File: config.mk
export PLATFORM = sky130hd
export DESIGN_NAME = kce_divider
export DESIGN_NICKNAME = d
export VERILOG_FILES = /design/src/hdl/kce_pkg.sv /design/src/hdl/kce_divider.sv
export SDC_FILE = /design/constraint.sdc
export NUM_CORES = 1
export LEC_CHECK = 0
export BUFFER_PORTS_ARGS = -buffer_cell sky130_fd_sc_hd__buf_2
export CAP_MARGIN = 20
export CORE_ASPECT_RATIO = 1.1
export CORE_MARGIN = 5
export CORE_UTILIZATION = 50
export DETAILED_ROUTE_END_ITERATION = 8
export PLACE_DENSITY = 0.81
export SLEW_MARGIN = 20
export SYNTH_ARGS = -nofsm -noshare
export SYNTH_HDL_FRONTEND = slang
export SYNTH_SLANG_ARGS = --single-unit
File: constraint.sdc
create_clock -name clock -period 8.4 [get_ports clock]
set_clock_uncertainty 0.1 [all_clocks]
set_input_delay 1.68 -clock clock [delete_from_list [all_inputs] [get_ports clock]]
set_output_delay 1.68 -clock clock [all_outputs]
set_load 0.1 [all_outputs]
File: src/hdl/kce_pkg.sv
// Shared constants, codes and types of the keyframe curve evaluator.
package kce_pkg;

   // Table geometry and fixed-point format.
   localparam int MAX_KEYS  = 64;
   localparam int KEY_AW    = $clog2(MAX_KEYS);
   localparam int CNT_W     = KEY_AW + 1;
   localparam int FRAC_BITS = 16;
   localparam int T_W       = FRAC_BITS + 1;
   localparam int TICK_W    = 32;
   localparam int VAL_W     = 32;
   localparam int CURVE_W   = 3;
   localparam int SRC_W     = 3;

   // Shared multiplier operand widths.
   localparam int MUL_A_W = 32;
   localparam int MUL_B_W = FRAC_BITS + 2;
   localparam int PROD_W  = MUL_A_W + MUL_B_W;

   // Divider step counter.
   localparam int DIV_CNT_W = $clog2(T_W + 1);

   // Fixed-point constants.
   localparam logic [T_W-1:0]     ONE       = {1'b1, {FRAC_BITS{1'b0}}};
   localparam logic [T_W-1:0]     HALF      = {2'b01, {(FRAC_BITS-1){1'b0}}};
   localparam logic [MUL_B_W-1:0] THREE_ONE = {2'b11, {FRAC_BITS{1'b0}}};

   // Port widths.
   localparam int REQ_TDATA_W = 112;
   localparam int RSP_TDATA_W = 32;
   localparam int CSR_AW      = 1;
   localparam int CSR_DW      = 32;

   // Command codes carried on req_tuser.
   localparam logic CMD_WRITE = 1'b0;
   localparam logic CMD_EVAL  = 1'b1;

   // Configuration register indexes.
   localparam logic [CSR_AW-1:0] CSR_KEYS_IN_USE = 1'b0;
   localparam logic [CSR_AW-1:0] CSR_EMPTY_LEVEL = 1'b1;

   // Curve modes.
   localparam logic [CURVE_W-1:0] CURVE_LINEAR      = 3'd0;
   localparam logic [CURVE_W-1:0] CURVE_EASE_IN     = 3'd1;
   localparam logic [CURVE_W-1:0] CURVE_EASE_OUT    = 3'd2;
   localparam logic [CURVE_W-1:0] CURVE_EASE_IN_OUT = 3'd3;
   localparam logic [CURVE_W-1:0] CURVE_SMOOTHSTEP  = 3'd4;
   localparam logic [CURVE_W-1:0] CURVE_HOLD        = 3'd5;

   // Result source codes.
   localparam logic [SRC_W-1:0] SRC_DEFAULT = 3'd0;
   localparam logic [SRC_W-1:0] SRC_FIRST   = 3'd1;
   localparam logic [SRC_W-1:0] SRC_LAST    = 3'd2;
   localparam logic [SRC_W-1:0] SRC_INTERP  = 3'd3;
   localparam logic [SRC_W-1:0] SRC_HELD    = 3'd4;

   // One keyframe table entry.
   typedef struct packed {
      logic [CURVE_W-1:0] curve;
      logic [VAL_W-1:0]   value;
      logic [TICK_W-1:0]  tick;
   } key_entry_type;

   localparam int ENTRY_W = $bits(key_entry_type);

   // Sequencer states.
   typedef enum logic [3:0] {
      S_IDLE,
      S_FIRST,
      S_LAST,
      S_SCAN,
      S_DIV_START,
      S_DIV_WAIT,
      S_MUL_T,
      S_CURVE,
      S_MUL_S,
      S_SMOOTH,
      S_MUL_D,
      S_BLEND,
      S_OUT
   } state_type;

endpackage

File: src/hdl/kce_divider.sv
// Restoring divider that forms the curve parameter one quotient bit per cycle.
module kce_divider (
   input  logic                       clock,
   input  logic                       reset,
   input  logic                       start,
   input  logic [kce_pkg::TICK_W-1:0] dividend,
   input  logic [kce_pkg::TICK_W-1:0] divisor,
   output logic                       done,
   output logic [kce_pkg::T_W-1:0]    quotient
);

   logic [kce_pkg::TICK_W:0]         rem_ff, rem_in;
   logic [kce_pkg::T_W-1:0]          quo_ff, quo_in;
   logic [kce_pkg::DIV_CNT_W-1:0]    cnt_ff, cnt_in;
   logic                             busy_ff, busy_in;
   logic                             done_ff, done_in;
   logic [kce_pkg::TICK_W:0]         trial;
   logic                             fits;
   logic [kce_pkg::TICK_W:0]         kept;

   // One compare-and-subtract step. The dividend never exceeds the divisor, so
   // the first step yields the integer bit and the rest yield fraction bits.
   assign trial = rem_ff - {1'b0, divisor};
   assign fits  = (rem_ff >= {1'b0, divisor});
   assign kept  = fits ? trial : rem_ff;

   always_comb begin
      rem_in  = rem_ff;
      quo_in  = quo_ff;
      cnt_in  = cnt_ff;
      busy_in = busy_ff;
      done_in = 1'b0;
      if (start) begin
         rem_in  = {1'b0, dividend};
         quo_in  = '0;
         cnt_in  = kce_pkg::DIV_CNT_W'(kce_pkg::T_W);
         busy_in = 1'b1;
      end else if (busy_ff) begin
         rem_in = {kept[kce_pkg::TICK_W-1:0], 1'b0};
         quo_in = {quo_ff[kce_pkg::T_W-2:0], fits};
         cnt_in = cnt_ff - 1'b1;
         if (cnt_ff == kce_pkg::DIV_CNT_W'(1)) begin
            busy_in = 1'b0;
            done_in = 1'b1;
         end
      end
   end

   always_ff @(posedge clock) begin
      if (reset) begin
         busy_ff <= 1'b0;
         done_ff <= 1'b0;
         cnt_ff  <= '0;
      end else begin
         busy_ff <= busy_in;
         done_ff <= done_in;
         cnt_ff  <= cnt_in;
      end
      rem_ff <= rem_in;
      quo_ff <= quo_in;
   end

   assign done     = done_ff;
   assign quotient = quo_ff;

endmodule

==> impl_metrics.ini <==
[setup_path]
cp-end-kind = register
crit_slowest_cell = and2_1
crit_path_max_fanout = 15
r2r_slack_ps = 4690
criticalPathCategory = in2reg
path_buf_inv = 2
cp_top_family = compound AO/OA/AOI/OAI gates
crit_chain = buf_2 -> inv_1 -> ha_1 -> a2111oi_4 -> o21ai_1 -> a41o_1 -> a221oi_2 -> o2111a_2 -> and2_1 -> nor2_1 -> a221o_1
worstSetupStartpointType = input pin
cp_data_arrival_time_ps = 4740
max_stage_delay_ps = 540
required_ps = 8400

[logic_synthesis]
ys.flop_type = edfxtp_1
synth_mux_area_frac = 0.116
synth_fa_ha_area_frac = 0.0968
ys_seq_area_frac = 0.318
synth-edff-count = 32
synth-simple-area-share = 0.167
synth.top_cells.by_area = edfxtp_1 (21%), dfxtp_1 (11%), ha_1 (9.2%)
synth.distinct_cells = 61
ys_ff_latch = 57
synth_compound_area_frac = 0.190
synth_common_cells = nor2_1 (45), inv_1 (41), a21oi_1 (39)
synth_top_area_cell = edfxtp_1
postSynth.asyncResetShare = 0
yosysMostFrequentCell = nor2_1
yosys_warnings = 0
synth_top_family_by_area = compound AO/OA/AOI/OAI gates
synth_nets = 605
avgSynthCellArea_um2 = 9.15
synthXorXnorAreaFrac = 0.0533
syn_area_um2 = 4600
synthCells = 503
synth_top_area_share = 0.209

[route]
routed_via_density = 5.59
remaining_drc_errors = 0
drtPass1Iterations = 4
finalWirelength_um = 10800
vias = 3889
drt_iter0_drc = 207
wl_per_cell_um = 15.5
ant_nets = 0

[clocking]
cts.sinks = 57
cts-root-buf = clkbuf_8
h-tree-depth = 3
clkTransAtPathRegs_ps = 70
tritoncts = built
cts_made_buffers = 9
cts.path.max_buffers = 2
post-cts-setup-buffer-count = 0
post_cts_resized = 0
hold_buffers = 0
clock_latency_ps = 350

[final_layout]
areaGrowthSynthToFinish_pct = 14.2
design_area_um2 = 5260
layout-drive-gt1-share = 0.247
nNetsFinal = 679
diodes = 0

[global_routing]
first_global_vias = 3982
antenna_found_initial = 0
track_usage = 0.197
grt_pass1_wl_um = 18100
grt_overflow = 0
grt_max_degree = 80

[run_status]
status = finished, final reports clean

[sta]
hold_ws_ps = 402
clock.fmax_ghz = 0.211
max-slew-margin-rel = 0.447
hold_viol = 0
slew_violations = 0
setup_ws_ps = 3670
min_period_ps = 4730
tightest_slew_ps = 827
rsz0062_at_grt = no
finalSetupViolCount = 0
min_period_over_period = 0.564
finalSetupTns_ps = 0

[floorplan]
die_area_um2 = 11200
row_count = 36
fp.coreArea_um2 = 8920
die_w_um = 101
die_y_um = 111
start_util = 0.516
ios = 85

[power_and_ir_drop]
power.density_nw_per_um2 = 258
power_frac_seq = 0.287
static-leakage-power_uw = 0.00240
pwr-share-comb = 0.523
switchingPower_uw = 533
ir_drop_mv = 0.0968
clock_power_share = 0.190
switching_share = 0.393
intPower_uw = 822

[place]
placed_cell_area_um2 = 5060
portBuffers = 84
dp_slack_ps = 3270
routabilityCongestion = 0.932
dp_hpwl_um = 7940

[hold_path]
hold_path_class = reg2reg

[job]
cap_violations = 0
final timing paths:
kind / start / to / cells after the start
worst max-delay path: divisor[20] / rem_ff[30] / 11
worst min register to register: cnt_ff[1] / cnt_ff[1] / 2
worst min-delay path: cnt_ff[1] / cnt_ff[1] / 2
worst max register to register: rem_ff[20] / rem_ff[30] / 9
metrics by stage:
| stage | utilization | total power (µW) | instances |
|---|---|---|---|
| after CTS | 0.590 | 1360 | 696 |
| after global routing | 0.590 | 1450 | 696 |
| after floorplan | - | 967 | 503 |
| after detailed placement | 0.568 | 1090 | 680 |
| final | 0.590 | 1360 | 696 |
| after global placement | 0.568 | 1070 | 680 |
cell type report:
type                            instances  area [µm²]
Fill cell                             804        3660
Multi-Input combinational cell        382        2870
Sequential cell                        57        1460
Timing Repair Buffer                   86         435
Inverter                               41         154
Clock buffer                           10         149
Tap cell                              114         143
Clock inverter                          6        45.0
worst min-delay path, cell delays in order (launching register included):
cell and delay, ps:
dfxtp_1 320, nor2_1 70, a2111oi_0 60
state kept, by name, summed over array words and instances, names as in the netlist:
name	flops
quotient	17
done	1
busy_ff	1
rem_ff	33
cnt_ff	5
cell usage in the layout (no fill, tap or decap), drive strengths merged, types with 4 or more instances in the layout:
| master | synthesis | layout |
|---|---|---|
| clkbuf | 14 | 10 |
| o21ai | 17 | 17 |
| o31ai | 4 | 4 |
| inv | 41 | 46 |
| a21o | 16 | 16 |
| and2 | 6 | 6 |
| nor4b | 5 | 5 |
| dfxtp | 25 | 25 |
| nand2b | 5 | 5 |
| nor3b | 7 | 7 |
| nand4 | 5 | 5 |
| nor3 | 10 | 10 |
| a21oi | 39 | 39 |
| nand2 | 29 | 29 |
| a211oi | 6 | 6 |
| nand3 | 7 | 7 |
| mux2i | 18 | 18 |
| xor2 | 9 | 9 |
| nor2 | 45 | 45 |
| and3 | 4 | 4 |
| a221o | 10 | 10 |
| xnor2 | 19 | 19 |
| nor4 | 6 | 6 |
| edfxtp | 32 | 32 |
| ha | 34 | 34 |
| mux2 | 27 | 27 |
| a31oi | 4 | 4 |
| or2 | 4 | 4 |
| buf | 9 | 86 |
| nor2b | 13 | 13 |
cells by family (layout without fill, tap and decap cells):
kind of cell / after synthesis / in the layout
adder cells (fa/ha/maj): 35 / 35
XOR/XNOR: 28 / 28
AND/OR/NAND/NOR: 151 / 151
buffers and inverters: 64 / 143
AO/OA/AOI/OAI: 123 / 123
flip-flops: 57 / 57
multiplexers: 45 / 45
power groups by stage:
stage	sequential (µW)	clock, µW	combinational (µW)
floorplan	390	0	578
global placement	392	0	678
detailed placement	394	0	697
CTS	388	263	705
global route	394	277	777
finish	388	258	709
layer usage:
layer	wire, µm	track usage	part of all wire	vias up
met5	0	0	0	-
met4	154	0.0683	0.014	0
met3	644	0.0435	0.060	16
met2	5280	0.327	0.49	97
met1	4730	0.247	0.44	1786
li1	-	-	-	1990
Power figures use the tool's default switching activity.
